[src/rtl/nnsc_pkg.sv]
// Shared constants, types and helpers for the nearest-neighbor scaler.
package nnsc_pkg;

    localparam int MAX_SOURCE_WIDTH  = 256;
    localparam int MAX_SOURCE_HEIGHT = 256;
    localparam int MAX_TARGET_SIZE   = 4096;

    localparam int STORE_DEPTH = MAX_SOURCE_WIDTH * MAX_SOURCE_HEIGHT;
    localparam int ADDR_W      = $clog2(STORE_DEPTH);
    localparam int FRAME_W     = $clog2(STORE_DEPTH + 1);
    localparam int SX_W        = $clog2(MAX_SOURCE_WIDTH);
    localparam int SY_W        = $clog2(MAX_SOURCE_HEIGHT);
    localparam int SWE_W       = $clog2(MAX_SOURCE_WIDTH + 1);
    localparam int SHE_W       = $clog2(MAX_SOURCE_HEIGHT + 1);
    localparam int CNT_W       = $clog2(MAX_TARGET_SIZE);
    localparam int TWE_W       = $clog2(MAX_TARGET_SIZE + 1);

    localparam int PIX_W    = 24;
    localparam int CHAN_W   = 8;
    localparam int COORD_W  = 12;
    localparam int SRC_REG_W = 9;
    localparam int TGT_REG_W = 13;
    localparam int STEP_W   = 24;
    localparam int FRAC_W   = 16;
    localparam int HALF_Q16 = 32768;
    localparam int PROD_W   = CNT_W + STEP_W;
    localparam int RND_W    = PROD_W + 1;
    localparam int SC_W     = RND_W - FRAC_W;

    localparam int FIFO_DEPTH = 4;
    localparam int FIFO_PTR_W = $clog2(FIFO_DEPTH);
    localparam int FIFO_CNT_W = $clog2(FIFO_DEPTH + 1);

    localparam int DATA_W   = 32;
    localparam int PADDR_W  = 5;
    localparam int REG_IDX_W = 3;

    localparam logic KIND_LOAD = 1'b0;
    localparam logic KIND_EMIT = 1'b1;

    localparam logic [REG_IDX_W-1:0] REG_SOURCE_WIDTH   = 3'd0;
    localparam logic [REG_IDX_W-1:0] REG_SOURCE_HEIGHT  = 3'd1;
    localparam logic [REG_IDX_W-1:0] REG_TARGET_WIDTH   = 3'd2;
    localparam logic [REG_IDX_W-1:0] REG_TARGET_HEIGHT  = 3'd3;
    localparam logic [REG_IDX_W-1:0] REG_X_INVERSE_STEP = 3'd4;
    localparam logic [REG_IDX_W-1:0] REG_Y_INVERSE_STEP = 3'd5;
    localparam logic [REG_IDX_W-1:0] REG_COLOR_MODE     = 3'd6;

    typedef struct packed {
        logic              kind;
        logic [CHAN_W-1:0] red_in;
        logic [CHAN_W-1:0] green_in;
        logic [CHAN_W-1:0] blue_in;
    } t_in_item;

    typedef struct packed {
        logic [CHAN_W-1:0]  red_out;
        logic [CHAN_W-1:0]  green_out;
        logic [CHAN_W-1:0]  blue_out;
        logic [COORD_W-1:0] out_column;
        logic [COORD_W-1:0] out_row;
        logic               row_end;
        logic               frame_end;
    } t_out_item;

    typedef struct packed {
        logic [SRC_REG_W-1:0] source_width;
        logic [SRC_REG_W-1:0] source_height;
        logic [TGT_REG_W-1:0] target_width;
        logic [TGT_REG_W-1:0] target_height;
        logic [STEP_W-1:0]    x_inverse_step;
        logic [STEP_W-1:0]    y_inverse_step;
        logic                 color_mode;
    } t_cfg;

    // one classified item on its way from front to back
    typedef struct packed {
        logic               kind;
        logic [ADDR_W-1:0]  addr;
        logic [PIX_W-1:0]   pixel;
        logic [COORD_W-1:0] column;
        logic [COORD_W-1:0] row;
        logic               row_end;
        logic               frame_end;
        logic               color;
    } t_job;

    // zero counts as one, oversize saturates
    function automatic int bound_dim(int v, int maxv);
        int r;
        if (v == 0) begin
            r = 1;
        end else if (v > maxv) begin
            r = maxv;
        end else begin
            r = v;
        end
        return r;
    endfunction

endpackage

[src/rtl/nnsc_fifo.sv]
// Short job queue between front and back.
module nnsc_fifo (
    input  logic                            i_clk,
    input  logic                            i_rst_n,
    input  logic                            i_push,
    input  nnsc_pkg::t_job                  i_job,
    input  logic                            i_pop,
    output nnsc_pkg::t_job                  o_job,
    output logic                            o_empty,
    output logic [nnsc_pkg::FIFO_CNT_W-1:0] o_count
);
    import nnsc_pkg::*;

    t_job                  r_mem [FIFO_DEPTH];
    logic [FIFO_PTR_W-1:0] r_wr_ptr;
    logic [FIFO_PTR_W-1:0] r_rd_ptr;
    logic [FIFO_CNT_W-1:0] r_count, n_count;

    assign o_job   = r_mem[r_rd_ptr];
    assign o_empty = (r_count == '0);
    assign o_count = r_count;

    always_comb begin
        n_count = r_count;
        if (i_push && !i_pop) begin
            n_count = r_count + FIFO_CNT_W'(1);
        end else if (!i_push && i_pop) begin
            n_count = r_count - FIFO_CNT_W'(1);
        end
    end

    always_ff @(posedge i_clk) begin
        if (!i_rst_n) begin
            r_wr_ptr <= '0;
            r_rd_ptr <= '0;
            r_count  <= '0;
        end else begin
            r_count <= n_count;
            if (i_push) begin
                r_wr_ptr <= r_wr_ptr + FIFO_PTR_W'(1);
            end
            if (i_pop) begin
                r_rd_ptr <= r_rd_ptr + FIFO_PTR_W'(1);
            end
        end
    end

    always_ff @(posedge i_clk) begin
        if (i_push) begin
            r_mem[r_wr_ptr] <= i_job;
        end
    end

endmodule

[config.mk]
export PLATFORM = sky130hd
export DESIGN_NAME = nnsc_fifo
export DESIGN_NICKNAME = d
export VERILOG_FILES = /design/src/rtl/nnsc_pkg.sv /design/src/rtl/nnsc_fifo.sv
export SDC_FILE = /design/constraint.sdc
export NUM_CORES = 1
export LEC_CHECK = 0
export BUFFER_PORTS_ARGS = -buffer_cell sky130_fd_sc_hd__buf_2
export CORE_ASPECT_RATIO = 0.5
export CORE_UTILIZATION = 40
export CTS_CLUSTER_SIZE = 28
export DETAILED_ROUTE_END_ITERATION = 10
export HOLD_SLACK_MARGIN = 0.06
export PLACE_DENSITY_LB_ADDON = 0.3
export SLEW_MARGIN = 20
export SYNTH_ARGS = -nofsm -noshare
export SYNTH_HDL_FRONTEND = slang
export SYNTH_SLANG_ARGS = --single-unit
[constraint.sdc]
create_clock -name i_clk -period 4.6 [get_ports i_clk]
set_input_delay 1.15 -clock i_clk [delete_from_list [all_inputs] [get_ports i_clk]]
set_output_delay 1.15 -clock i_clk [all_outputs]
set_load 0.005 [all_outputs]
# After elaboration in Yosys (flattened, before gate mapping)
# Memory sizes are Yosys's and may differ from the RTL's. A register that Yosys moved wholly into a read port is not among the register bits.
# Cells that the tools add are included.
[totals] regBits=7 mem_bits_rw=272 out_inout_bits=72 word_cells=20 memories=1
[classes] add_sub_neg=4 mux=6 reduce_logical=6
[mem_list] name="r_mem" words=4 word_bits=68 rd=1 rd_ports_with_merged_regs=1 write_ports=1 line="nnsc_fifo.sv:14" text="t_job r_mem [FIFO_DEPTH];"
[ops] cell="3-bit two-way mux" n=2
[ops] cell="2-bit by 1-bit adder with 2-bit output (second input constant)" n=2
[ops] cell="2-bit two-way mux" n=2
[ops] cell="3-bit by 1-bit adder with 3-bit output (second input constant)" n=1
[ops] cell="3-bit logical NOT" n=1
[ops] cell="3-bit by 1-bit subtractor with 3-bit output (second input constant)" n=1
[ops] cell="1-bit logical AND" n=2
[ops] cell="1-bit logical NOT" n=2
[ops] cell="1-bit two-way mux" n=2
[ops] cell="2-bit nonzero test" n=1

# Depth between registers and ports, before layout
[depth] word_depth=4 mapped_depth=7

# Worst setup path before layout
# OpenSTA, ideal clock, no wires.
[synth_path] path_kind="input -> register" from="in i_push" to="mem r_mem[0][0] (netlist name) (enable)" setup_time_ns=0.433 arrival_ns=2.746 t_required_ns=4.167 path_slack_ns=1.421 path_stages=1 n_path_buf=0 path_cell_list="and2_1"
[synth_via] elab_chain_cells=2
[synth_rtl] item="start: declaration" line="nnsc_fifo.sv:5" text="input logic i_push,"
[synth_rtl] item="1-bit two-way mux" line="nnsc_fifo.sv:49" text="if (i_push) begin"
[synth_rtl] item="1-bit two-way mux (not written as such)" line="nnsc_fifo.sv:50" text="r_mem[r_wr_ptr] <= i_job;"
[synth_rtl] item="end: declaration" line="nnsc_fifo.sv:14"
# Every way passes these cells.

==> metrics.txt <==
Detailed Routing Iterations Pass 1 4; CTS buffer count 26; flops & latches, synth between 200 and 300; cell taking the most area after synthesis edfxtp_1; relative max-transition margin 31.3%; Final Skew around 0.0045 ns; Final period util 76.2%; # diodes 0; hold buffer count at cts 0; Synth cell types 21; FF-to-FF End r_mem[3][47]; htree depth 1; Post-Syn Instances 398; setup violators final 0; Final Routed Wirelength around 19,000 µm; Worst setup SP type flip-flop; multi-input logic area 1780 µm²; setup bufs post-CTS 0; Finished Layout Cells 926; Ys Warns 0; Post-synth EDFFs between 200 and 300; Hold Path Stages 2; WHS Endpoint o_count[2]; crit-path max FO 28; nets about 640; largest net degree at the start of global routing slightly below 70; grt total ovfl 0; number of max-cap violations 0; CTS resizes 0; LEAKAGE 0.00412 µW; Die H ~120 µm; Die Wd roughly 230 µm; CTS tree built; Starting Density approximately 41%; Design Area, Final 12,200 µm²; clock-pin slew on the worst setup and hold paths approximately 0.06 ns; worst r2r path cells 3; vias per cell ~4.9; RSZ-0062 raised after global routing false; final setup TNS 0 ns; worst endpoint required time 3.45 ns; DRC 0; Clock Path Buffers 3; Syn Area/Cell 25.8 µm²; syn_nets 476; 1st-iter DRT viols between 200 and 300; minimum clock period between 3 and 4 ns; fmax 0.285 GHz; placed inst area about 11,000 µm²; VDD IR-drop max 0.238 mV; worst hold path type flip-flop to flip-flop; Root Buffer clkbuf_16; PD cells about 460 nW/µm²; critical path arrival about 2.4 ns; worst reg2reg path startpoint r_wr_ptr[0]; placed cells between 800 and 900; Yosys top cell area share roughly four fifths; I/O pin cnt 144; Overall Global Routing Usage 14.2%; Fin. Hold Viols 0; antenna-violating nets left 0; die footprint 26,400 µm²; num rows 41; async set-or-reset flop fraction in the synthesized netlist 0%; Crit. End Element primary output; worst hold slack 0.519 ns; reg2reg setup slack around 2.6 ns; Seq/Total Area, Yosys about four fifths; first-pass GRT wire length 27,900 µm; Routed WL per cell between 20 and 25 µm; port bufs roughly 140; Synth Flop Type edfxtp_1; fin util around half; status complete, no violations; core area roughly 25,000 µm²; initial antenna violation count 0; Area Overhead vs Synth 19.1%; Worst Setup Path Type flip-flop to primary output; actual slew at the worst max-slew pin just over 1 ns; CTS Sinks between 200 and 300; Via Count around 4,500; Slew Viols, Final 0; later-pin clock latency in the skew report roughly 0.52 ns; share of cells above drive strength 1 around 46%; hpwl dp 10,800 µm; Synth area leaders edfxtp_1 (80%), mux4_2 (15%), dfxtp_1 (1.8%); Hold Crit Start o_count[2]; vias in the first global route 4,872; post-synthesis cell area just over 10,000 µm²; FF+latch area 8360 µm²; Fillers just over 2,000; RePlAce Congestion about 0.72
==> worst max-delay path: stages (launching register included) <==
cell	delay (ns)
dfxtp_4	0.74
buf_4	0.37
mux4_2	0.55
buf_2	0.14
==> layer usage <==
metal,routed length (µm),global-route usage [%],vias to the layer above
met5,0,0,-
met4,295,3.53,0
met3,661,3.45,25
met2,9650,24.4,71
met1,7960,18.3,2405
li1,-,-,2025
==> cell usage in the layout (no fill, tap or decap), types with 5 or more instances in the layout <==
master     netlist  layout
edfxtp_1       272     272
buf_2            4     143
mux4_2          68      68
clkbuf_16        0      27
buf_4            4      10
dfxtp_1          9       7
clkinv_2         0       6
clkinv_1         0       6
and2_1           9       5
ha_1             5       5
==> power by group <==
part	internal, µW	total [µW]	switching [µW]
combinational	249	465	216
sequential	2940	3000	65.8
clock	1230	2130	893
total	4420	5600	1170
==> cell type report <==
class	instances	area share (%)
clock buffer	30	5.61
clock inverter	16	1.24
inverter	4	0.123
multi-input combinational	97	14.6
sequential	281	68.3
tap	344	3.52
timing repair buffer	154	6.63
==> through the flow <==
stage	power [µW]	worst slack [ns]
6_report	5600	1.09
5_1_grt	5800	0.915
4_1_cts	5670	0.997
3_5_place_dp	3540	1.58
3_3_place_gp	3530	1.61
2_1_floorplan	3320	1.42
==> Yosys cell counts, types with 2 or more instances <==
cell type,n
inv_1,4
clkbuf_1,4
nor2b_1,2
and2_1,9
dfxtp_1,9
mux4_2,68
mux2i_1,2
buf_4,4
buf_12,3
edfxtp_1,272
buf_2,4
ha_1,5
xor2_1,3
xnor2_1,2
==> worst max path at each step <==
stage                         start     endpoint  cells after the start
after floorplan              i_push  r_mem[0][0]                      1
after global placement    flip-flop    o_job[65]                      3
after detailed placement  flip-flop    o_job[58]                      3
after CTS                 flip-flop    o_job[55]                      3
after global routing      flip-flop    o_job[55]                      3
final                     flip-flop    o_job[58]                      3
==> cell families after synthesis <==
| family | synth area share (%) |
|---|---|
| flip-flops | 81.3 |
| multiplexers | 15.1 |
| buffers and inverters | 1.47 |
| AND/OR/NAND/NOR | 0.816 |
| adder cells (fa/ha/maj) | 0.804 |
| XOR/XNOR | 0.426 |
| AO/OA/AOI/OAI | 0.122 |
==> flip-flops by register name, indices dropped and copies added, names as in the netlist, named ones only <==
name and cells:
r_mem 272, o_count 3, r_rd_ptr 2, r_wr_ptr 2
Power figures use the tool's default switching activity.
