$ cat src/rtl/nnsc_pkg.sv
// Shared constants, types and helpers for the nearest-neighbor scaler.
package nnsc_pkg;

    localparam int MAX_SOURCE_WIDTH  = 256;
    localparam int MAX_SOURCE_HEIGHT = 256;
    localparam int MAX_TARGET_SIZE   = 4096;

    localparam int STORE_DEPTH = MAX_SOURCE_WIDTH * MAX_SOURCE_HEIGHT;
    localparam int ADDR_W      = $clog2(STORE_DEPTH);
    localparam int FRAME_W     = $clog2(STORE_DEPTH + 1);
    localparam int SX_W        = $clog2(MAX_SOURCE_WIDTH);
    localparam int SY_W        = $clog2(MAX_SOURCE_HEIGHT);
    localparam int SWE_W       = $clog2(MAX_SOURCE_WIDTH + 1);
    localparam int SHE_W       = $clog2(MAX_SOURCE_HEIGHT + 1);
    localparam int CNT_W       = $clog2(MAX_TARGET_SIZE);
    localparam int TWE_W       = $clog2(MAX_TARGET_SIZE + 1);

    localparam int PIX_W    = 24;
    localparam int CHAN_W   = 8;
    localparam int COORD_W  = 12;
    localparam int SRC_REG_W = 9;
    localparam int TGT_REG_W = 13;
    localparam int STEP_W   = 24;
    localparam int FRAC_W   = 16;
    localparam int HALF_Q16 = 32768;
    localparam int PROD_W   = CNT_W + STEP_W;
    localparam int RND_W    = PROD_W + 1;
    localparam int SC_W     = RND_W - FRAC_W;

    localparam int FIFO_DEPTH = 4;
    localparam int FIFO_PTR_W = $clog2(FIFO_DEPTH);
    localparam int FIFO_CNT_W = $clog2(FIFO_DEPTH + 1);

    localparam int DATA_W   = 32;
    localparam int PADDR_W  = 5;
    localparam int REG_IDX_W = 3;

    localparam logic KIND_LOAD = 1'b0;
    localparam logic KIND_EMIT = 1'b1;

    localparam logic [REG_IDX_W-1:0] REG_SOURCE_WIDTH   = 3'd0;
    localparam logic [REG_IDX_W-1:0] REG_SOURCE_HEIGHT  = 3'd1;
    localparam logic [REG_IDX_W-1:0] REG_TARGET_WIDTH   = 3'd2;
    localparam logic [REG_IDX_W-1:0] REG_TARGET_HEIGHT  = 3'd3;
    localparam logic [REG_IDX_W-1:0] REG_X_INVERSE_STEP = 3'd4;
    localparam logic [REG_IDX_W-1:0] REG_Y_INVERSE_STEP = 3'd5;
    localparam logic [REG_IDX_W-1:0] REG_COLOR_MODE     = 3'd6;

    typedef struct packed {
        logic              kind;
        logic [CHAN_W-1:0] red_in;
        logic [CHAN_W-1:0] green_in;
        logic [CHAN_W-1:0] blue_in;
    } t_in_item;

    typedef struct packed {
        logic [CHAN_W-1:0]  red_out;
        logic [CHAN_W-1:0]  green_out;
        logic [CHAN_W-1:0]  blue_out;
        logic [COORD_W-1:0] out_column;
        logic [COORD_W-1:0] out_row;
        logic               row_end;
        logic               frame_end;
    } t_out_item;

    typedef struct packed {
        logic [SRC_REG_W-1:0] source_width;
        logic [SRC_REG_W-1:0] source_height;
        logic [TGT_REG_W-1:0] target_width;
        logic [TGT_REG_W-1:0] target_height;
        logic [STEP_W-1:0]    x_inverse_step;
        logic [STEP_W-1:0]    y_inverse_step;
        logic                 color_mode;
    } t_cfg;

    // one classified item on its way from front to back
    typedef struct packed {
        logic               kind;
        logic [ADDR_W-1:0]  addr;
        logic [PIX_W-1:0]   pixel;
        logic [COORD_W-1:0] column;
        logic [COORD_W-1:0] row;
        logic               row_end;
        logic               frame_end;
        logic               color;
    } t_job;

    // zero counts as one, oversize saturates
    function automatic int bound_dim(int v, int maxv);
        int r;
        if (v == 0) begin
            r = 1;
        end else if (v > maxv) begin
            r = maxv;
        end else begin
            r = v;
        end
        return r;
    endfunction

endpackage

$ cat src/rtl/nnsc_front.sv
// Front end: accepts items, steps the load and raster counters, maps emit
// positions to source addresses in two registered stages.
module nnsc_front (
    input  logic                            i_clk,
    input  logic                            i_rst_n,
    input  nnsc_pkg::t_cfg                  i_cfg,
    input  logic                            i_in_valid,
    output logic                            o_in_stall,
    input  nnsc_pkg::t_in_item              i_in_data,
    input  logic [nnsc_pkg::FIFO_CNT_W-1:0] i_fifo_count,
    output logic                            o_push,
    output nnsc_pkg::t_job                  o_job
);
    import nnsc_pkg::*;

    typedef struct packed {
        logic               kind;
        logic [ADDR_W-1:0]  load_addr;
        logic [PIX_W-1:0]   pixel;
        logic [COORD_W-1:0] column;
        logic [COORD_W-1:0] row;
        logic               row_end;
        logic               frame_end;
        logic [PROD_W-1:0]  x_prod;
        logic [PROD_W-1:0]  y_prod;
    } t_stage1;

    typedef struct packed {
        logic               kind;
        logic [ADDR_W-1:0]  base;
        logic [SX_W-1:0]    sx;
        logic [PIX_W-1:0]   pixel;
        logic [COORD_W-1:0] column;
        logic [COORD_W-1:0] row;
        logic               row_end;
        logic               frame_end;
    } t_stage2;

    logic [SWE_W-1:0]      sw_eff;
    logic [SHE_W-1:0]      sh_eff;
    logic [TWE_W-1:0]      tw_eff;
    logic [TWE_W-1:0]      th_eff;
    logic [FRAME_W-1:0]    frame_size;

    logic [ADDR_W-1:0]     r_load_pos, n_load_pos;
    logic [CNT_W-1:0]      r_col, n_col;
    logic [CNT_W-1:0]      r_row, n_row;
    logic [FRAME_W-1:0]    load_inc;
    logic [TWE_W-1:0]      col_inc;
    logic [TWE_W-1:0]      row_inc;
    logic                  rend;
    logic                  fend;
    logic                  accept;
    logic [FIFO_CNT_W:0]   in_flight;

    logic                  r_s1_valid;
    t_stage1               r_s1;
    logic                  r_s2_valid;
    t_stage2               r_s2;

    logic [RND_W-1:0]      x_rnd;
    logic [RND_W-1:0]      y_rnd;
    logic [SC_W-1:0]       x_sc;
    logic [SC_W-1:0]       y_sc;
    logic [SX_W-1:0]       sx;
    logic [SY_W-1:0]       sy;
    logic [ADDR_W-1:0]     row_base;

    assign sw_eff = SWE_W'(bound_dim(int'(i_cfg.source_width), MAX_SOURCE_WIDTH));
    assign sh_eff = SHE_W'(bound_dim(int'(i_cfg.source_height), MAX_SOURCE_HEIGHT));
    assign tw_eff = TWE_W'(bound_dim(int'(i_cfg.target_width), MAX_TARGET_SIZE));
    assign th_eff = TWE_W'(bound_dim(int'(i_cfg.target_height), MAX_TARGET_SIZE));
    assign frame_size = FRAME_W'(FRAME_W'(sw_eff) * FRAME_W'(sh_eff));

    // credit check: queue entries plus items still in the two stages
    assign in_flight  = (FIFO_CNT_W+1)'(i_fifo_count) + (FIFO_CNT_W+1)'(r_s1_valid)
                      + (FIFO_CNT_W+1)'(r_s2_valid);
    assign o_in_stall = (in_flight >= (FIFO_CNT_W+1)'(FIFO_DEPTH));
    assign accept     = i_in_valid && !o_in_stall;

    assign load_inc = FRAME_W'(r_load_pos) + FRAME_W'(1);
    assign col_inc  = TWE_W'(r_col) + TWE_W'(1);
    assign row_inc  = TWE_W'(r_row) + TWE_W'(1);
    // a counter left past a shrunk size still ends its row or frame
    assign rend     = (col_inc >= tw_eff);
    assign fend     = rend && (row_inc >= th_eff);

    always_comb begin
        n_load_pos = r_load_pos;
        n_col      = r_col;
        n_row      = r_row;
        if (accept) begin
            if (i_in_data.kind == KIND_LOAD) begin
                n_load_pos = (load_inc >= frame_size) ? '0 : load_inc[ADDR_W-1:0];
            end else if (rend) begin
                n_col = '0;
                n_row = fend ? '0 : row_inc[CNT_W-1:0];
            end else begin
                n_col = col_inc[CNT_W-1:0];
            end
        end
    end

    always_ff @(posedge i_clk) begin
        if (!i_rst_n) begin
            r_load_pos <= '0;
            r_col      <= '0;
            r_row      <= '0;
            r_s1_valid <= 1'b0;
            r_s2_valid <= 1'b0;
        end else begin
            r_load_pos <= n_load_pos;
            r_col      <= n_col;
            r_row      <= n_row;
            r_s1_valid <= accept;
            r_s2_valid <= r_s1_valid;
        end
    end

    // stage 1: classify and form the Q20.16 products
    always_ff @(posedge i_clk) begin
        r_s1.kind      <= i_in_data.kind;
        r_s1.load_addr <= r_load_pos;
        r_s1.pixel     <= {i_in_data.blue_in, i_in_data.green_in, i_in_data.red_in};
        r_s1.column    <= COORD_W'(r_col);
        r_s1.row       <= COORD_W'(r_row);
        r_s1.row_end   <= rend;
        r_s1.frame_end <= fend;
        r_s1.x_prod    <= PROD_W'(r_col) * PROD_W'(i_cfg.x_inverse_step);
        r_s1.y_prod    <= PROD_W'(r_row) * PROD_W'(i_cfg.y_inverse_step);
    end

    // stage 2: round half up, clamp to the last column or row, row base address
    assign x_rnd = RND_W'(r_s1.x_prod) + RND_W'(HALF_Q16);
    assign y_rnd = RND_W'(r_s1.y_prod) + RND_W'(HALF_Q16);
    assign x_sc  = x_rnd[RND_W-1:FRAC_W];
    assign y_sc  = y_rnd[RND_W-1:FRAC_W];
    assign sx    = (x_sc >= SC_W'(sw_eff)) ? SX_W'(sw_eff - SWE_W'(1)) : x_sc[SX_W-1:0];
    assign sy    = (y_sc >= SC_W'(sh_eff)) ? SY_W'(sh_eff - SHE_W'(1)) : y_sc[SY_W-1:0];
    assign row_base = ADDR_W'(ADDR_W'(sy) * ADDR_W'(sw_eff));

    always_ff @(posedge i_clk) begin
        r_s2.kind      <= r_s1.kind;
        r_s2.base      <= (r_s1.kind == KIND_EMIT) ? row_base : r_s1.load_addr;
        r_s2.sx        <= (r_s1.kind == KIND_EMIT) ? sx : '0;
        r_s2.pixel     <= r_s1.pixel;
        r_s2.column    <= r_s1.column;
        r_s2.row       <= r_s1.row;
        r_s2.row_end   <= r_s1.row_end;
        r_s2.frame_end <= r_s1.frame_end;
    end

    assign o_push          = r_s2_valid;
    assign o_job.kind      = r_s2.kind;
    assign o_job.addr      = r_s2.base + ADDR_W'(r_s2.sx);
    assign o_job.pixel     = r_s2.pixel;
    assign o_job.column    = r_s2.column;
    assign o_job.row       = r_s2.row;
    assign o_job.row_end   = r_s2.row_end;
    assign o_job.frame_end = r_s2.frame_end;
    assign o_job.color     = i_cfg.color_mode;

endmodule

$ cat config.mk
export PLATFORM = sky130hd
export DESIGN_NAME = nnsc_front
export DESIGN_NICKNAME = d
export VERILOG_FILES = /design/src/rtl/nnsc_pkg.sv /design/src/rtl/nnsc_front.sv
export SDC_FILE = /design/constraint.sdc
export NUM_CORES = 2
export LEC_CHECK = 0
export BUFFER_PORTS_ARGS = -buffer_cell sky130_fd_sc_hd__buf_2
export CAP_MARGIN = 20
export CORE_AREA = 2 2 284 286
export DETAILED_ROUTE_END_ITERATION = 12
export DIE_AREA = 0 0 286 288
export PLACE_DENSITY = 0.56
export SETUP_SLACK_MARGIN = 0.3
export SYNTH_ARGS = -nofsm -noshare
export SYNTH_HDL_FRONTEND = slang
export SYNTH_SLANG_ARGS = --single-unit
export TNS_END_PERCENT = 50
$ cat constraint.sdc
create_clock -name i_clk -period 12.42 [get_ports i_clk]
set_input_delay 2.484 -clock i_clk [delete_from_list [all_inputs] [get_ports i_clk]]
set_output_delay 2.484 -clock i_clk [all_outputs]
set_load 0.01 [all_outputs]
After elaboration in Yosys (flattened, before gate mapping)
Index checks and enable logic that the tools add are counted.

word-level totals
  logic and storage cells = 71
  input port bits = 124
  output and inout port bits = 70
  register bits = 256

operators by class
  bitwise logic cells = 1
  muxes and demuxes = 14
  reduce and logical (&&, ||, !) cells = 10
  multipliers = 4
  order comparisons = 10
  add/subtract/negate cells = 10

operators by type and width
  kind                                                                    count
  36-bit by 16-bit adder with 37-bit output (second input constant)       2
  12-bit by 24-bit multiplier with 36-bit output                          2
  13-bit 2-to-1 mux                                                       4
  21-bit by 9-bit >= comparator with 1-bit output                         2
  9-bit 2-to-1 mux                                                        4
  16-bit 2-to-1 mux                                                       2
  12-bit by 1-bit adder with 13-bit output (second input constant)        2
  13-bit >= comparator                                                    2
  13-bit > comparator (second input constant)                             2
  13-bit zero test                                                        2
  12-bit 2-to-1 mux                                                       2
  9-bit > comparator (second input constant)                              2
  9-bit zero test                                                         2
  16-bit by 1-bit adder with 17-bit output (second input constant)        1
  17-bit >= comparator                                                    1
  9-bit by 9-bit multiplier with 17-bit output                            1
  16-bit by 8-bit adder with 16-bit output                                1
  8-bit by 9-bit multiplier with 16-bit output                            1
  8-bit 2-to-1 mux                                                        2
  8-bit by 1-bit subtractor with 8-bit output (second input constant)     2
  3-bit by 1-bit adder with 4-bit output                                  1
  4-bit by 1-bit adder with 4-bit output                                  1
  4-bit by 3-bit >= comparator with 1-bit output (second input constant)  1
  2-bit AND reduction                                                     2
  4 further kinds                                                         5

Logic depth before layout (Yosys ltp)
  depth in word-level cells = 7
  gate-level depth with buffers = 32
  gate-level depth less buffers = 31

Worst setup path before layout
No wires, ideal clock.

  path kind = input to register
  start = input i_cfg[77] in the netlist's numbering
  end = register r_s2[72] in the netlist's numbering
  stages = 30
  data required time = 12.299 ns
  setup slack = 2.790 ns
  data arrival time = 9.509 ns
  path buffers = 1
  path through = or3_1 -> or4_1 -> nor2_1 -> nor2_1 -> nor2_1 -> ha_1 -> nand2b_1 -> a211oi_1 -> or3_1 -> a21oi_1 -> nor4_4 -> clkbuf_1 -> nor2_1 -> a21oi_1 -> nor2_1 -> fa_1 -> inv_1 -> fa_1 -> inv_1 -> fa_1 -> inv_1 -> fa_1 -> inv_1 -> ha_1 -> a21boi_0 -> o311ai_0 -> nand2_1 -> o41ai_1 -> xnor2_1 -> mux2_2

on the way
  longest elaborated chain between the ends = 7
  elaborated cells on any way between the ends = 9
  those cells by class = add/sub: 1; mul: 1; order compare: 2; mux: 4; reduce/logical: 1

RTL lines
  what                                                                                                                   RTL line           text
  start, declared                                                                                                        nnsc_front.sv:6    input nnsc_pkg::t_cfg i_cfg,
  9-bit > comparator                                                                                                     nnsc_pkg.sv:93     end else if (v > maxv) begin
  9-bit 2-to-1 mux                                                                                                       nnsc_pkg.sv:93
  9-bit 2-to-1 mux *                                                                                                     nnsc_pkg.sv:91     if (v == 0) begin
  21-bit by 9-bit >= comparator with 1-bit output / 8-bit by 1-bit subtractor with 8-bit output (equally long branches)  nnsc_front.sv:139  assign sy = (y_sc >= SC_W'(sh_eff)) ? SY_W'(sh_eff - SHE_W'(1)) : y_sc[SY_W-1:0];
  8-bit 2-to-1 mux *                                                                                                     nnsc_front.sv:139
  8-bit by 9-bit multiplier with 16-bit output *                                                                         nnsc_front.sv:140  assign row_base = ADDR_W'(ADDR_W'(sy) * ADDR_W'(sw_eff));
  16-bit 2-to-1 mux *                                                                                                    nnsc_front.sv:144  r_s2.base <= (r_s1.kind == KIND_EMIT) ? row_base : r_s1.load_addr;
  end, declared                                                                                                          nnsc_front.sv:59   t_stage2 r_s2;

Every way passes the cells marked *; elsewhere a longest branch is shown, timed or not.
A chain may end at the register's enable or synchronous reset.

Worst setup path in the final report
Ends and elaborated chain as after synthesis.

==> flow_summary.json <==
{
  "setup_viol": 0,
  "cts_hold_buf": 0,
  "cp_num_cells": 31,
  "crit_end": "r_s2[72]",
  "grt_pass1_wl_um": 126000,
  "fp-row-count": 104,
  "synthesis.area_um2": 30700,
  "rsz0062_at_grt": "false",
  "synthTopCellsByArea": "fa_1 (34%), dfxtp_1 (15%), ha_1 (12%)",
  "drt_iter0_drc": 972,
  "synthCells": 3468,
  "min_period_ns": 9.69,
  "rr_worst_depth": 29,
  "status": "complete, no violations",
  "fmax_ghz": 0.103,
  "port_buffers": 191,
  "hold_slack_ns": 0.318,
  "cts.sinks": 226,
  "yosysWarningCount": 0,
  "finalHoldViolations": 0,
  "io_pins": 194,
  "yosysUniqueCellTypes": 64,
  "overflow": 0,
  "die_h_um": 288,
  "clockBufferDepth": 3,
  "track_usage": 0.189,
  "cp-start-kind": "input pin",
  "vias": 22400,
  "drv_cap": 0,
  "worst_pin_slew_ns": 1.00,
  "final_cell_count_no_fill": 4596,
  "dp_slack_ns": 2.20,
  "num-fill-cells": 8005,
  "crit_path_end_kind": "register",
  "finalCoreUtilization": 0.417,
  "crit_type": "in2reg",
  "critPathBufInv": 6,
  "drcViolationCount": 0,
  "worstPathRequired_ns": 12.89,
  "dp_hpwl_um": 59900,
  "synth_edf_count": 0,
  "avgSynthCellArea_um2": 8.86,
  "report.final.slew_viol_count": 0,
  "fin_ws_ns": 2.73,
  "diodes": 0,
  "seq_area_frac_synth": 0.147,
  "die_x_um": 286,
  "async_flop_share": 0,
  "ant_nets": 0,
  "path_clk_slew_ns": 0.07,
  "cts_buffers": 29,
  "gp_congestion": 0.867,
  "cts_max_level": 1,
  "synth.most_common_cell": "inv_1",
  "crit_family": "adder cells",
  "leakage_nw": 15.9,
  "hold_path_class": "reg2reg",
  "cp_slowest_stage_delay_ns": 0.65,
  "vdd_ir_drop_max_mv": 0.0813,
  "synth_area_leader_cell": "fa_1",
  "max_slew_margin": 0.329,
  "cts-root-buf": "clkbuf_16",
  "dieArea_um2": 82400,
  "coreArea_um2": 79600,
  "cp_slowest_cell": "nor4_4",
  "grt_pass1_vias": 23500,
  "worstReg2RegEnd": "r_s2[72]",
  "power_density_nw_per_um2": 59.1,
  "dp_cells": 4545,
  "place_area_um2": 32300,
  "path_common_cell": "nor2_1",
  "start_util": 0.386,
  "synth_top_cell_area_share": 0.345,
  "fin_crit_sh": 0.780,
  "power_mw": 1.96,
  "cts_tree": "yes",
  "ys.flop_type": "dfxtp_1",
  "dr.pass1.iters": 5,
  "grt_antenna_before_repair": 2,
  "critical_path_peak_fanout": 13,
  "synth_commonest_cells": "inv_1 (604), nand2_1 (568), fa_1 (529), ha_1 (288), dfxtp_1 (226)",
  "cp_data_arrival_time_ns": 10.16,
  "final.setup.tns_ns": 0,
  "clock_skew_ns": 0.0163,
  "wl_per_cell_um": 16.4,
  "syn_to_final_growth_pct": 8.19,
  "nNetsFinal": 4457,
  "rrSetupSlack_ns": 4.81,
  "rr_startpoint": "r_s1[15]",
  "final_design_area_no_fill_um2": 33200,
  "cts_setup_buffers": 0,
  "multiInputGateArea_um2": 22900,
  "wirelength_um": 75400,
  "drive_gt1_frac": 0.0860,
  "grt_max_degree": 33,
  "vias_per_cell": 4.88,
  "syn_nets": 4409,
  "synth-seq-cells": 226,
  "worstSkewPairLatency_ns": 0.59,
  "seqCellArea_um2": 4530,
  "cts_resized": 0,
  "critPathLaunch": "i_cfg[77]"
}
[state kept, by name, indices dropped and copies added, names as in the netlist]
name and flops:
o_job 51, o_push 1, r_col 12, r_load_pos 16, r_row 12, r_s1 109, r_s1_valid 1, r_s2 24
[cells by family (layout without fill, tap and decap cells)]
group / count (synthesis) / count (layout) / share of synthesized area
buf+inv: 815 / 883 / 0.106
simple gates: 1153 / 1153 / 0.173
fa+ha+maj: 817 / 817 / 0.462
flops: 226 / 226 / 0.147
compound gates: 293 / 293 / 0.0633
xor+xnor: 146 / 146 / 0.0416
mux: 18 / 18 / 0.00636
[cell type report]
class / count / area share
flip-flops and latches: 226 / 0.136
clock inverters: 14 / 0.00512
well taps: 1060 / 0.0399
multi-input cells: 2427 / 0.690
repair buffers: 224 / 0.0362
clock buffers: 37 / 0.0236
inverters: 608 / 0.0687
[per-layer routing]
layer	GRT usage	part of all wire
met5	0	0.00021
met4	0.0339	0.015
met3	0.0241	0.053
met2	0.303	0.45
met1	0.275	0.48
[power breakdown]
group	total, mW	internal (mW)	switching, mW
combinational	0.358	0.131	0.227
clock	0.848	0.495	0.353
sequential	0.759	0.748	0.0112
[worst register-to-register path, delay by kind of cell (launching register included)]
family	cells	cell delay [ns]
AND/OR/NAND/NOR	8	1.41
adder cells (fa/ha/maj)	7	2.97
multiplexers	1	0.26
flip-flops	1	0.33
XOR/XNOR	2	0.49
buffers and inverters	5	0.30
AO/OA/AOI/OAI	6	1.76
[worst min path at each step]
stage,from,to,depth (start not counted)
4_1_cts,r_s1[93],o_job[22],0
3_5_place_dp,r_s1[94],o_job[23],0
3_3_place_gp,r_s1[110],o_job[39],0
6_report,r_s1[93],o_job[22],0
2_1_floorplan,r_s1[81],o_job[10],0
5_1_grt,r_s1[93],o_job[22],0
[cell usage in the layout (no fill, tap or decap), types with 17 or more instances in the layout]
cell	netlist	layout
inv_1	604	604
nand2_1	568	568
fa_1	529	529
ha_1	288	288
dfxtp_1	226	224
buf_2	1	191
nor2_1	179	179
and2_1	160	160
xnor2_1	92	92
a21oi_1	69	69
o21ai_0	65	65
nand3_1	55	55
xor2_1	54	54
a21o_1	37	37
buf_4	52	33
nor3_1	30	30
clkbuf_16	0	29
nor2b_1	28	28
and3_1	25	25
nand4_1	24	24
a32o_1	20	20
a31oi_1	17	17
nand2b_1	17	17
Power figures use the tool's default switching activity.
