[src/rtl/nnsc_pkg.sv]
// Shared constants, types and helpers for the nearest-neighbor scaler.
package nnsc_pkg;

    localparam int MAX_SOURCE_WIDTH  = 256;
    localparam int MAX_SOURCE_HEIGHT = 256;
    localparam int MAX_TARGET_SIZE   = 4096;

    localparam int STORE_DEPTH = MAX_SOURCE_WIDTH * MAX_SOURCE_HEIGHT;
    localparam int ADDR_W      = $clog2(STORE_DEPTH);
    localparam int FRAME_W     = $clog2(STORE_DEPTH + 1);
    localparam int SX_W        = $clog2(MAX_SOURCE_WIDTH);
    localparam int SY_W        = $clog2(MAX_SOURCE_HEIGHT);
    localparam int SWE_W       = $clog2(MAX_SOURCE_WIDTH + 1);
    localparam int SHE_W       = $clog2(MAX_SOURCE_HEIGHT + 1);
    localparam int CNT_W       = $clog2(MAX_TARGET_SIZE);
    localparam int TWE_W       = $clog2(MAX_TARGET_SIZE + 1);

    localparam int PIX_W    = 24;
    localparam int CHAN_W   = 8;
    localparam int COORD_W  = 12;
    localparam int SRC_REG_W = 9;
    localparam int TGT_REG_W = 13;
    localparam int STEP_W   = 24;
    localparam int FRAC_W   = 16;
    localparam int HALF_Q16 = 32768;
    localparam int PROD_W   = CNT_W + STEP_W;
    localparam int RND_W    = PROD_W + 1;
    localparam int SC_W     = RND_W - FRAC_W;

    localparam int FIFO_DEPTH = 4;
    localparam int FIFO_PTR_W = $clog2(FIFO_DEPTH);
    localparam int FIFO_CNT_W = $clog2(FIFO_DEPTH + 1);

    localparam int DATA_W   = 32;
    localparam int PADDR_W  = 5;
    localparam int REG_IDX_W = 3;

    localparam logic KIND_LOAD = 1'b0;
    localparam logic KIND_EMIT = 1'b1;

    localparam logic [REG_IDX_W-1:0] REG_SOURCE_WIDTH   = 3'd0;
    localparam logic [REG_IDX_W-1:0] REG_SOURCE_HEIGHT  = 3'd1;
    localparam logic [REG_IDX_W-1:0] REG_TARGET_WIDTH   = 3'd2;
    localparam logic [REG_IDX_W-1:0] REG_TARGET_HEIGHT  = 3'd3;
    localparam logic [REG_IDX_W-1:0] REG_X_INVERSE_STEP = 3'd4;
    localparam logic [REG_IDX_W-1:0] REG_Y_INVERSE_STEP = 3'd5;
    localparam logic [REG_IDX_W-1:0] REG_COLOR_MODE     = 3'd6;

    typedef struct packed {
        logic              kind;
        logic [CHAN_W-1:0] red_in;
        logic [CHAN_W-1:0] green_in;
        logic [CHAN_W-1:0] blue_in;
    } t_in_item;

    typedef struct packed {
        logic [CHAN_W-1:0]  red_out;
        logic [CHAN_W-1:0]  green_out;
        logic [CHAN_W-1:0]  blue_out;
        logic [COORD_W-1:0] out_column;
        logic [COORD_W-1:0] out_row;
        logic               row_end;
        logic               frame_end;
    } t_out_item;

    typedef struct packed {
        logic [SRC_REG_W-1:0] source_width;
        logic [SRC_REG_W-1:0] source_height;
        logic [TGT_REG_W-1:0] target_width;
        logic [TGT_REG_W-1:0] target_height;
        logic [STEP_W-1:0]    x_inverse_step;
        logic [STEP_W-1:0]    y_inverse_step;
        logic                 color_mode;
    } t_cfg;

    // one classified item on its way from front to back
    typedef struct packed {
        logic               kind;
        logic [ADDR_W-1:0]  addr;
        logic [PIX_W-1:0]   pixel;
        logic [COORD_W-1:0] column;
        logic [COORD_W-1:0] row;
        logic               row_end;
        logic               frame_end;
        logic               color;
    } t_job;

    // zero counts as one, oversize saturates
    function automatic int bound_dim(int v, int maxv);
        int r;
        if (v == 0) begin
            r = 1;
        end else if (v > maxv) begin
            r = maxv;
        end else begin
            r = v;
        end
        return r;
    endfunction

endpackage

[src/rtl/nnsc_regs.sv]
// Configuration register file behind the APB-style port.
module nnsc_regs (
    input  logic                         i_clk,
    input  logic                         i_rst_n,
    input  logic                         psel,
    input  logic                         penable,
    input  logic                         pwrite,
    input  logic [nnsc_pkg::PADDR_W-1:0] paddr,
    input  logic [nnsc_pkg::DATA_W-1:0]  pwdata,
    output logic [nnsc_pkg::DATA_W-1:0]  prdata,
    output logic                         pready,
    output nnsc_pkg::t_cfg               o_cfg
);
    import nnsc_pkg::*;

    t_cfg                 r_cfg;
    logic [REG_IDX_W-1:0] reg_idx;
    logic                 wr_en;

    assign reg_idx = paddr[PADDR_W-1:2];
    assign pready  = 1'b1;
    assign wr_en   = psel && penable && pwrite && pready;
    assign o_cfg   = r_cfg;

    always_ff @(posedge i_clk) begin
        if (!i_rst_n) begin
            r_cfg.source_width   <= SRC_REG_W'(256);
            r_cfg.source_height  <= SRC_REG_W'(256);
            r_cfg.target_width   <= TGT_REG_W'(256);
            r_cfg.target_height  <= TGT_REG_W'(256);
            r_cfg.x_inverse_step <= STEP_W'(65536);
            r_cfg.y_inverse_step <= STEP_W'(65536);
            r_cfg.color_mode     <= 1'b0;
        end else if (wr_en) begin
            unique case (reg_idx)
                REG_SOURCE_WIDTH:   r_cfg.source_width   <= pwdata[SRC_REG_W-1:0];
                REG_SOURCE_HEIGHT:  r_cfg.source_height  <= pwdata[SRC_REG_W-1:0];
                REG_TARGET_WIDTH:   r_cfg.target_width   <= pwdata[TGT_REG_W-1:0];
                REG_TARGET_HEIGHT:  r_cfg.target_height  <= pwdata[TGT_REG_W-1:0];
                REG_X_INVERSE_STEP: r_cfg.x_inverse_step <= pwdata[STEP_W-1:0];
                REG_Y_INVERSE_STEP: r_cfg.y_inverse_step <= pwdata[STEP_W-1:0];
                REG_COLOR_MODE:     r_cfg.color_mode     <= pwdata[0];
                default: ;
            endcase
        end
    end

    always_comb begin
        unique case (reg_idx)
            REG_SOURCE_WIDTH:   prdata = DATA_W'(r_cfg.source_width);
            REG_SOURCE_HEIGHT:  prdata = DATA_W'(r_cfg.source_height);
            REG_TARGET_WIDTH:   prdata = DATA_W'(r_cfg.target_width);
            REG_TARGET_HEIGHT:  prdata = DATA_W'(r_cfg.target_height);
            REG_X_INVERSE_STEP: prdata = DATA_W'(r_cfg.x_inverse_step);
            REG_Y_INVERSE_STEP: prdata = DATA_W'(r_cfg.y_inverse_step);
            REG_COLOR_MODE:     prdata = DATA_W'(r_cfg.color_mode);
            default:            prdata = '0;
        endcase
    end

endmodule

[config.mk]
export PLATFORM = sky130hd
export DESIGN_NAME = nnsc_regs
export DESIGN_NICKNAME = d
export VERILOG_FILES = /design/src/rtl/nnsc_pkg.sv /design/src/rtl/nnsc_regs.sv
export SDC_FILE = /design/constraint.sdc
export NUM_CORES = 1
export LEC_CHECK = 0
export BUFFER_PORTS_ARGS = -buffer_cell sky130_fd_sc_hd__buf_2
export CORE_UTILIZATION = 45
export DETAILED_ROUTE_END_ITERATION = 7
export PLACE_DENSITY = 0.78
export SYNTH_ARGS = -nofsm -noshare
export SYNTH_HDL_FRONTEND = slang
export SYNTH_SLANG_ARGS = --single-unit
[constraint.sdc]
create_clock -name i_clk -period 3.5 [get_ports i_clk]
set_clock_uncertainty 0.1 [all_clocks]
set_input_delay 0.7 -clock i_clk [delete_from_list [all_inputs] [get_ports i_clk]]
set_output_delay 0.7 -clock i_clk [all_outputs]
set_load 0.02 [all_outputs]
Word level (Yosys, flattened, before mapping)
Cells that the tools add are included.
Storage, ports and cells
  word-level logic and storage cells: 24
  bits of input ports: 42
  register bits: 93
Operators by class
  equality and inequality tests: 6
  muxes and demuxes: 1
  reduce and logical (&&, ||, !) cells: 10
Operator list (number)
  $pmux 24 s7: 1
  $reduce_and 2->1: 7
  $eq 3x3->1 const B: 3
  $eq 3x2->1 const B: 2
  $eq 3x1->1 const B: 1
  $logic_not 3->1: 1
  $logic_and 1x1->1: 2

Longest topological paths before layout
Gate-level depths: netlist of run 1.
  depth after elaboration: 3
  mapped depth: 5
  mapped depth without buffers: 3

Worst setup path after synthesis of run 1
Ideal clock, no wire load.
  kind: input to output
  from: in paddr[3] in the netlist's numbering
  to: out prdata[10] in the netlist's numbering
  cell stages on the path: 5
  path slack: 967 ps
  data arrival time: 1733 ps
  cells stage by stage: clkbuf_8 -> nor2b_1 -> buf_2 -> a22oi_1 -> a21oi_1
Between the ends
  cells in the longest elaborated chain, start to end: 2
RTL lines
  from (decl): line nnsc_regs.sv:8  | input logic [nnsc_pkg::PADDR_W-1:0] paddr,
  $eq 3x3->1, or another cell as far along: line nnsc_regs.sv:49  | unique case (reg_idx)
  $pmux 24 s7 *: line nnsc_regs.sv:49
  to (decl): line nnsc_regs.sv:10  | output logic [nnsc_pkg::DATA_W-1:0] prdata,
Mark *: on every way between the ends. The rest lies on a longest branch, timed or not.

Worst setup path in the final report of run 1
  from: in paddr[4] in the netlist's numbering
  to: out prdata[12] in the netlist's numbering
Same word-level chain as after synthesis.

==> results of run 1 <==
==> area by class of cell <==
cell class	count	area, um2	share of cell area (%)
clock buffers	9	123.9	2.362
clock inverters	7	73.82	1.408
inverters	1	3.754	0.07158
multi-input cells	320	2203	42.02
flip-flops and latches	93	1862	35.50
well taps	129	161.4	3.078
repair buffers	156	815.8	15.56
==> cells by family (layout without fill, tap and decap cells) <==
logic type / Yosys count / in the layout / synth area share, %
mux: 124 / 124 / 29.28
compound gates: 28 / 28 / 4.871
other cells: 2 / 9 / 0.1740
flops: 93 / 93 / 43.14
buf+inv: 42 / 173 / 6.582
simple gates: 159 / 159 / 15.95
==> power groups by stage <==
stage / logic (W) / registers (W) / clock network [W]
after floorplan: 0.000119 / 0.00111 / 0
after global placement: 0.000169 / 0.00110 / 0
after detailed placement: 0.000174 / 0.00110 / 0
after CTS: 0.000174 / 0.00107 / 0.000744
after global routing: 0.000189 / 0.00107 / 0.000786
final: 0.000174 / 0.00107 / 0.000727
==> worst max-delay path by stage <==
stage                     startpoint         end  slack (ns)  depth (start not counted)
after CTS                   paddr[4]  prdata[12]        0.31                          5
final                       paddr[4]  prdata[12]        0.27                          5
after floorplan             paddr[3]  prdata[10]        0.97                          5
after detailed placement    paddr[4]  prdata[12]        0.32                          5
after global routing        paddr[4]  prdata[11]        0.16                          5
after global placement      paddr[4]  prdata[10]        0.40                          5
==> routing by layer <==
layer | wire length [um] | GRT usage (%) | part of all wire [%]
met4 | 348 | 12.33 | 3.0
met1 | 5122 | 27.95 | 44
met2 | 5708 | 39.89 | 49
met5 | 0 | 0 | 0
met3 | 544 | 4.178 | 4.6
==> placed cells by master, fill, tap and decap left out, types with 2 or more instances in the layout <==
master,count
inv_6,2
buf_2,147
a21oi_1,4
conb_1,9
o2bb2ai_1,3
o21ai_0,5
nand2_1,115
mux2i_1,115
a22oi_1,4
clkbuf_8,9
dfxtp_1,93
nor2_1,13
a221o_1,3
nor2_2,3
nor2b_1,6
mux2_2,8
clkinv_2,2
nand2_4,2
a221oi_1,4
o221ai_1,5
nand3_1,10
buf_4,8
==> synthesized netlist by cell type (all sizes together) <==
| cell type | number | share of area (%) |
|---|---|---|
| nor2 | 17 | 1.7 |
| inv | 1 | 0.087 |
| a221oi | 4 | 0.81 |
| o221ai | 5 | 1.0 |
| mux4 | 1 | 0.52 |
| dfxtp | 93 | 43 |
| or2 | 1 | 0.15 |
| conb | 2 | 0.17 |
| a21oi | 4 | 0.46 |
| a22oi | 4 | 0.70 |
| buf | 30 | 5.3 |
| nand4b | 1 | 0.20 |
| nand2 | 118 | 11 |
| nand3 | 10 | 1.2 |
| mux2i | 115 | 27 |
| a221o | 3 | 0.70 |
| o21ai | 5 | 0.58 |
| and4b | 1 | 0.23 |
| clkbuf | 11 | 1.2 |
| and4 | 1 | 0.20 |
| and3b | 1 | 0.20 |
| mux2 | 8 | 2.1 |
| nor2b | 6 | 0.87 |
| o2bb2ai | 3 | 0.61 |
| nand2b | 2 | 0.46 |
| nand4 | 1 | 0.15 |
==> through the flow <==
step                      util [%]  area (um2)  setup WS [ns]  hold WS (ns)  std cells
final                        56.48        5244         0.2734        0.3790        715
after global routing         56.48        5244         0.1557        0.3979        715
after CTS                    56.48        5244         0.3126        0.3788        715
after detailed placement     54.35        5046         0.3220        0.3626        699
after global placement       54.35        5046         0.3995        0.3530        699
after floorplan                  -        4342         0.9671        0.4401        455
==> worst max-delay path, stage by stage <==
cell	delay, ns
buf_2	0.26
nor2b_1	0.88
a221oi_1	0.24
a21oi_1	0.17
buf_2	0.18
==> results.md, run 1 <==
- Fmax: 309.9 MHz
- Die H: 99.93 um
- Vias in the first global route: 3,647
- # diodes: 0
- Detailed Route Iter0 Violations: 161
- Slew Viols, Final: 0
- Initial antenna violation count: 0
- Largest register FFs: 93
- P_leak: 2.625 nW
- Overall Global Routing Usage: 23.33%
- Hold buffers post-CTS: 0
- Post-Syn Instances: 448
- Power density over the cells: 376.3 nW/um2
- Final setup viols: 0
- Clk slew on worst S/H paths: 0.09 ns
- Worst r2r src: o_cfg[90]$_SDFFE_PN0P_
- Min-Delay Endpoint: o_cfg[72]$_SDFFE_PN0P_
- Via count: 3,742
- Register area share after synthesis: 43.14%
- Hold Path Class: reg2reg
- Crit end category: primary output
- Placer's final routability congestion estimate: 0.8247
- Min-Delay Startpoint: o_cfg[72]$_SDFFE_PN0P_
- Net Sw Power: 0.0005183 W
- Post-CTS Resized: 0
- Yosys Warn Count: 0
- Post-CTS setup buffer count: 0
- CTS tree: yes
- First-pass GRT wire length: 18,080 um
- RSZ-0062 raised after global routing: no
- DR WL/cell: 16.40 um
- Req. time, crit path: 2.70 ns
- Syn Area/Cell: 9.633 um2
- WP data arrival: 2.43 ns
- Sw frac: 26.27%
- R2r setup slk: 2.69 ns
- Pin count of the biggest net entering global routing: 89
- Rows: 35
- # IOs: 168
- Hold depth: 2
- Die X-Extent: 99.93 um
- DR DRC count: 0
- CTS root buffer: clkbuf_8
- Vias per cell: 5.234
- Fin nets: 623
- Peak VDD IR: 221.8 uV
- Grt total ovfl: 0
- Sequential power share: 54.3%
- Die area: 9985 um2
- Max-slew headroom: 29.78%
- Critical path startpoint category: input port
- Measured slew at the worst slew-check pin: 1.051 ns
- Comb pwr share: 8.8%
- Core Box Area: 9284 um2
- Max Root-Sink Buffers: 2
- Final Power: 0.001973 W
- Final hold violations: 0
- Outcome: finished clean
- Final ANT Viol Nets: 0
- CTS H-tree lvls: 3
- Synth-to-Final Area Change: 21.51%
- Post-synthesis register bit count: 93
- Number of iterations in the first detailed-routing pass: 4
- Synthesized area: 4315 um2
- Pint: 0.001455 W
- Layout cell share with drive strength beyond 1: 32.42%
- Port Buffers: 148
- Final min period: 3.227 ns
- Netlist cell types: 34
- Fin crit share: 92.19%
- CTS Sinks: 93
- Final WL: 11,720 um
- HPWL Detailed: 8205 um
- Worst reg2reg path endpoint: o_cfg[90]$_SDFFE_PN0P_
- Max_cap viols: 0
- Filler cells: 849
- Worst Path Max Fanout: 13
- Initial Util: 46.48%
- Worst-Skew Late Latency: 0.34 ns
- Setup CP Type: in2out
- Setup TNS: 0 ns
- Num CTS Buffers: 9
- Clock power frac: 36.9%
- Reg2Reg Depth: 2
Power figures use the tool's default switching activity.
==> run 2: changes to the inputs <==
Settings changed: BUFFER_PORTS_ARGS -buffer_cell sky130_fd_sc_hd__buf_2 to not set, DONT_BUFFER_PORTS set to 1, PLACE_DENSITY 0.78 to 0.63.
==> run 2 against run 1 <==
Clock-buffer cell count rose by 1. Clock power fell by 12%. Largest cell class unchanged. Final cell count fell by 21%. Register-to-register slack got worse by 0.12 ns. First-iteration DRC count fell by 34%. Maximum frequency rose by 32%. Global-route usage fell by 0.87 points. Via count fell by 17%. Wire length fell by 6.2%. Setup slack improved by 0.79 ns.
==> results.md, run 2 (synthesized netlist as in run 1, its figures left out) <==
- Max Root-Sink Buffers: 2
- CTS tree: yes
- Setup TNS: 0 ns
- Final WS setup: 1.060 ns
- Max-slew headroom: 20.19%
- Synth-to-Final Area Change: 3.044%
- Final core area utilization: 47.90%
- Num CTS Buffers: 9
- Detailed Route Iter0 Violations: 106
- Die H: 99.93 um
- Overall Global Routing Usage: 22.46%
- Port Buffers: 0
- P_leak: 1.842 nW
- Final setup viols: 0
- Most frequent cells in the layout: 115 x mux2i_1, 115 x nand2_1, 93 x dfxtp_1
- Worst Path Max Fanout: 20
- Max_cap viols: 0
- Final ANT Viol Nets: 0
- Via count: 3,107
- CTS Sinks: 93
- Worst r2r src: o_cfg[57]$_SDFFE_PN1P_
- Clk slew on worst S/H paths: 0.10 ns
- Slew Viols, Final: 0
- Number of iterations in the first detailed-routing pass: 4
- Initial Util: 46.48%
- Peak VDD IR: 197.0 uV
- Final WL: 11,000 um
- Min-Delay Endpoint: o_cfg[41]$_SDFFE_PN1P_
- Pre-CTS setup slack: 1.078 ns
- Vias in the first global route: 3,073
- Crit end category: primary output
- Rows: 35
- Measured slew at the worst slew-check pin: 1.196 ns
- Final min period: 2.440 ns
- Post-CTS Resized: 0
- Worst-Skew Late Latency: 0.35 ns
- DR DRC count: 0
- Hold buffers post-CTS: 0
- Worst hold slack: 0.3895 ns
- # diodes: 0
- RSZ-0062 raised after global routing: no
- WP data arrival: 1.64 ns
- Outcome: finished clean
- Post-route design area: 4447 um2
- Req. time, crit path: 2.70 ns
- Fin nets: 472
- CTS root buffer: clkbuf_8
- Setup CP Type: in2out
- DR WL/cell: 19.50 um
- Dpl cell area: 4280 um2
- Hold depth: 2
- Layout cell share with drive strength beyond 1: 8.736%
- Placer's final routability congestion estimate: 0.8151
- Worst reg2reg path endpoint: o_cfg[57]$_SDFFE_PN1P_
- Post-CTS setup buffer count: 0
- Fmax: 409.9 MHz
- Initial antenna violation count: 0
- Die area: 9985 um2
- Final hold violations: 0
- Reg2Reg Depth: 2
- Grt total ovfl: 0
- Filler cells: 892
- Fin crit share: 69.71%
- Critical path startpoint category: input port
- # IOs: 168
- R2r setup slk: 2.57 ns
- First-pass GRT wire length: 17,080 um
- Hold Path Class: in2reg
- Power density over the cells: 408.5 nW/um2
- Core Box Area: 9284 um2
- Largest register FFs: 93
- HPWL Detailed: 7360 um
- Die X-Extent: 99.93 um
- Min-Delay Startpoint: pwdata[16]
- Vias per cell: 5.509
- Pin count of the biggest net entering global routing: 118
- CTS H-tree lvls: 3
## run 2: critical path, cell delays in order
cell and delay, ns:
nand2b_1 0.19, buf_4 0.24, o221ai_1 0.49
## run 2: worst max-delay path by stage
stage                   from  depth (start not counted)    endpoint  slack (ns)
CTS                 paddr[3]                          3   prdata[8]        1.08
global route        paddr[3]                          3   prdata[8]        0.99
finish              paddr[3]                          3   prdata[8]        1.06
detailed placement  paddr[3]                          3   prdata[8]        1.08
global placement    paddr[3]                          3   prdata[8]        1.08
floorplan           paddr[3]                          5  prdata[10]        0.97
## run 2: metal layers
layer	routed length, um	GRT usage [%]	vias to the layer above
li1	-	-	1482
met1	4891	28.24	1518
met2	5152	35.76	95
met3	796	7.521	12
met4	155	8.371	0
met5	0	0	-
## run 2: metrics by stage
stage | cells | total power [W]
6_report | 564 | 0.001816
4_1_cts | 564 | 0.001835
5_1_grt | 564 | 0.001889
3_5_place_dp | 548 | 0.001202
3_3_place_gp | 548 | 0.001199
2_1_floorplan | 455 | 0.001224
## run 2: report_power, final
part	total [W]	switching (W)	leakage [nW]	internal, W
Sequential	0.00108	0.0000178	0.750	0.00107
Clock	0.000640	0.000382	0.0824	0.000257
Combinational	0.0000937	0.0000606	1.01	0.0000331
Total	0.00182	0.000461	1.84	0.00136
## run 2: area by class of cell
class | instances | area [um2] | share of cell area [%]
multi-input combinational | 320 | 2203 | 49.55
sequential | 93 | 1862 | 41.87
tap | 129 | 161.4 | 3.630
clock buffer | 10 | 127.6 | 2.870
timing repair buffer | 5 | 50.05 | 1.125
clock inverter | 6 | 38.79 | 0.8723
inverter | 1 | 3.754 | 0.08441
==> run 3: changes to the inputs <==
Clock period 3.5 ns to 2.3 ns, I/O delays scaled along.
==> run 3 against run 2 <==
Non-clock buffer count grew 25. Power is 60% higher. Utilization grew 2.4 points. Design area rose by 4.9%. Clock power is 73% higher. Final cell count rose by 4.4%. Wire length fell by 0.22%. First-iteration DRC count shrank 8.5%.
==> results.md, run 3 (synthesized netlist as in run 1, its figures left out) <==
- Post-CTS setup buffer count: 0
- Peak VDD IR: 276.9 uV
- Worst-Skew Late Latency: 0.35 ns
- DR DRC count: 0
- Net Sw Power: 0.0007200 W
- Measured slew at the worst slew-check pin: 0.5701 ns
- Max incr delay on CP: 0.49 ns
- CP delay by family, top: multiplexers
- Fin nets: 497
- Die X-Extent: 99.93 um
- P_leak: 1.992 nW
- Hold Path Class: in2reg
- Final setup viols: 0
- # IOs: 168
- Worst hold slack: 0.1369 ns
- CTS tree: yes
- Final WL: 10,970 um
- First-pass GRT wire length: 16,770 um
- Port Buffers: 0
- Vias in the first global route: 3,094
- Reg2Reg Depth: 2
- Min-Delay Startpoint: i_rst_n
- DR WL/cell: 18.63 um
- Worst Path Max Fanout: 3
- Critical path startpoint category: register
- Initial Util: 46.48%
- Max-slew headroom: 61.91%
- Placer's final routability congestion estimate: 0.8139
- Buf/Inv on CP: 0
- WP data arrival: 1.57 ns
- Post-CTS Resized: 0
- CTS root buffer: clkbuf_8
- Slew Viols, Final: 0
- Worst r2r src: o_cfg[57]$_SDFFE_PN1P_
- CP max-delay cell: mux4_2
- CTS H-tree lvls: 3
- Hold buffers post-CTS: 0
- Max_cap viols: 0
- Overall Global Routing Usage: 21.93%
- Finished Layout Cells: 589
- Final min period: 2.133 ns
- HPWL Detailed: 7419 um
- Grt total ovfl: 0
- Sw frac: 24.74%
- RSZ-0062 raised after global routing: no
- Synth-to-Final Area Change: 8.118%
- Max Root-Sink Buffers: 2
- Min-Delay Endpoint: o_cfg[41]$_SDFFE_PN1P_
- Power density over the cells: 623.8 nW/um2
- Die H: 99.93 um
- Comb pwr share: 5.3%
- Clock power frac: 38.1%
- Setup TNS: 0 ns
- Pint: 0.002190 W
- Fin crit share: 92.72%
- Worst reg2reg path endpoint: o_cfg[57]$_SDFFE_PN1P_
- Via count: 3,214
- Setup CP Type: reg2out
- Req. time, crit path: 1.74 ns
- Rows: 35
- R2r setup slk: 1.38 ns
- Clk slew on worst S/H paths: 0.09 ns
- Final hold violations: 0
- Placed Instances: 573
- # diodes: 0
- Sequential power share: 56.6%
- Filler cells: 890
- Initial antenna violation count: 0
- Outcome: finished clean
- Number of iterations in the first detailed-routing pass: 5
- Layout cell share with drive strength beyond 1: 13.91%
- Pin count of the biggest net entering global routing: 118
- Vias per cell: 5.457
- Hold depth: 1
- Fmax: 468.9 MHz
- Largest register FFs: 93
- Detailed Route Iter0 Violations: 97
- Crit end category: primary output
- Final ANT Viol Nets: 0
- Die area: 9985 um2
- CTS Sinks: 93
- Num CTS Buffers: 9
- Crit path cell chain: mux4_2 > mux2_2
- Core Box Area: 9284 um2
- Most frequent cells in the layout: 115 x mux2i_1, 115 x nand2_1, 93 x dfxtp_1
[run 3: routing by layer]
metal	up-vias	track usage, %	routed length, um
met5	-	0	0
li1	1524	-	-
met4	0	9.050	192
met3	13	6.407	924
met1	1565	28.22	4718
met2	112	34.43	5137
[run 3: how the worst max path moves through the flow]
stage	cells past startpoint	slack, ns	startpoint	to
after floorplan	5	0.25	paddr[3]	prdata[10]
after global placement	4	0.40	paddr[2]	prdata[1]
after detailed placement	4	0.42	paddr[2]	prdata[8]
after CTS	2	0.15	o_cfg[0]$_SDFFE_PN0P_	prdata[0]
after global routing	2	0.13	o_cfg[0]$_SDFFE_PN0P_	prdata[0]
final	2	0.17	o_cfg[0]$_SDFFE_PN0P_	prdata[0]
[run 3: stage by stage]
step | area [um2] | setup WS, ns | power [W] | utilization (%)
5_1_grt | 4666 | 0.1270 | 0.003015 | 50.26
4_1_cts | 4666 | 0.1531 | 0.002931 | 50.26
2_1_floorplan | 4342 | 0.2471 | 0.001863 | -
6_report | 4666 | 0.1674 | 0.002910 | 50.26
3_5_place_dp | 4468 | 0.4181 | 0.001841 | 48.13
3_3_place_gp | 4468 | 0.4037 | 0.001838 | 48.13
[run 3: layout make-up]
class	instances	area, um2	area share [%]
clock buffer	9	123.9	2.655
clock inverter	7	73.82	1.582
inverter	1	3.754	0.08045
multi-input combinational	320	2203	47.22
sequential	93	1862	39.90
tap	129	161.4	3.459
timing repair buffer	30	237.7	5.095
[run 3: worst reg2reg max path, stage by stage, from the launching register on]
cell and delay (ns):
dfxtp_1 0.53, o21ai_0 0.14, nand3_1 0.10
[run 3: power by group through the flow]
stage          combinational [W]  sequential [W]  clock (W)
2_1_floorplan           0.000181         0.00168          0
3_3_place_gp            0.000152         0.00169          0
3_5_place_dp            0.000155         0.00169          0
4_1_cts                 0.000156         0.00165    0.00113
5_1_grt                 0.000168         0.00165    0.00120
6_report                0.000154         0.00165    0.00111
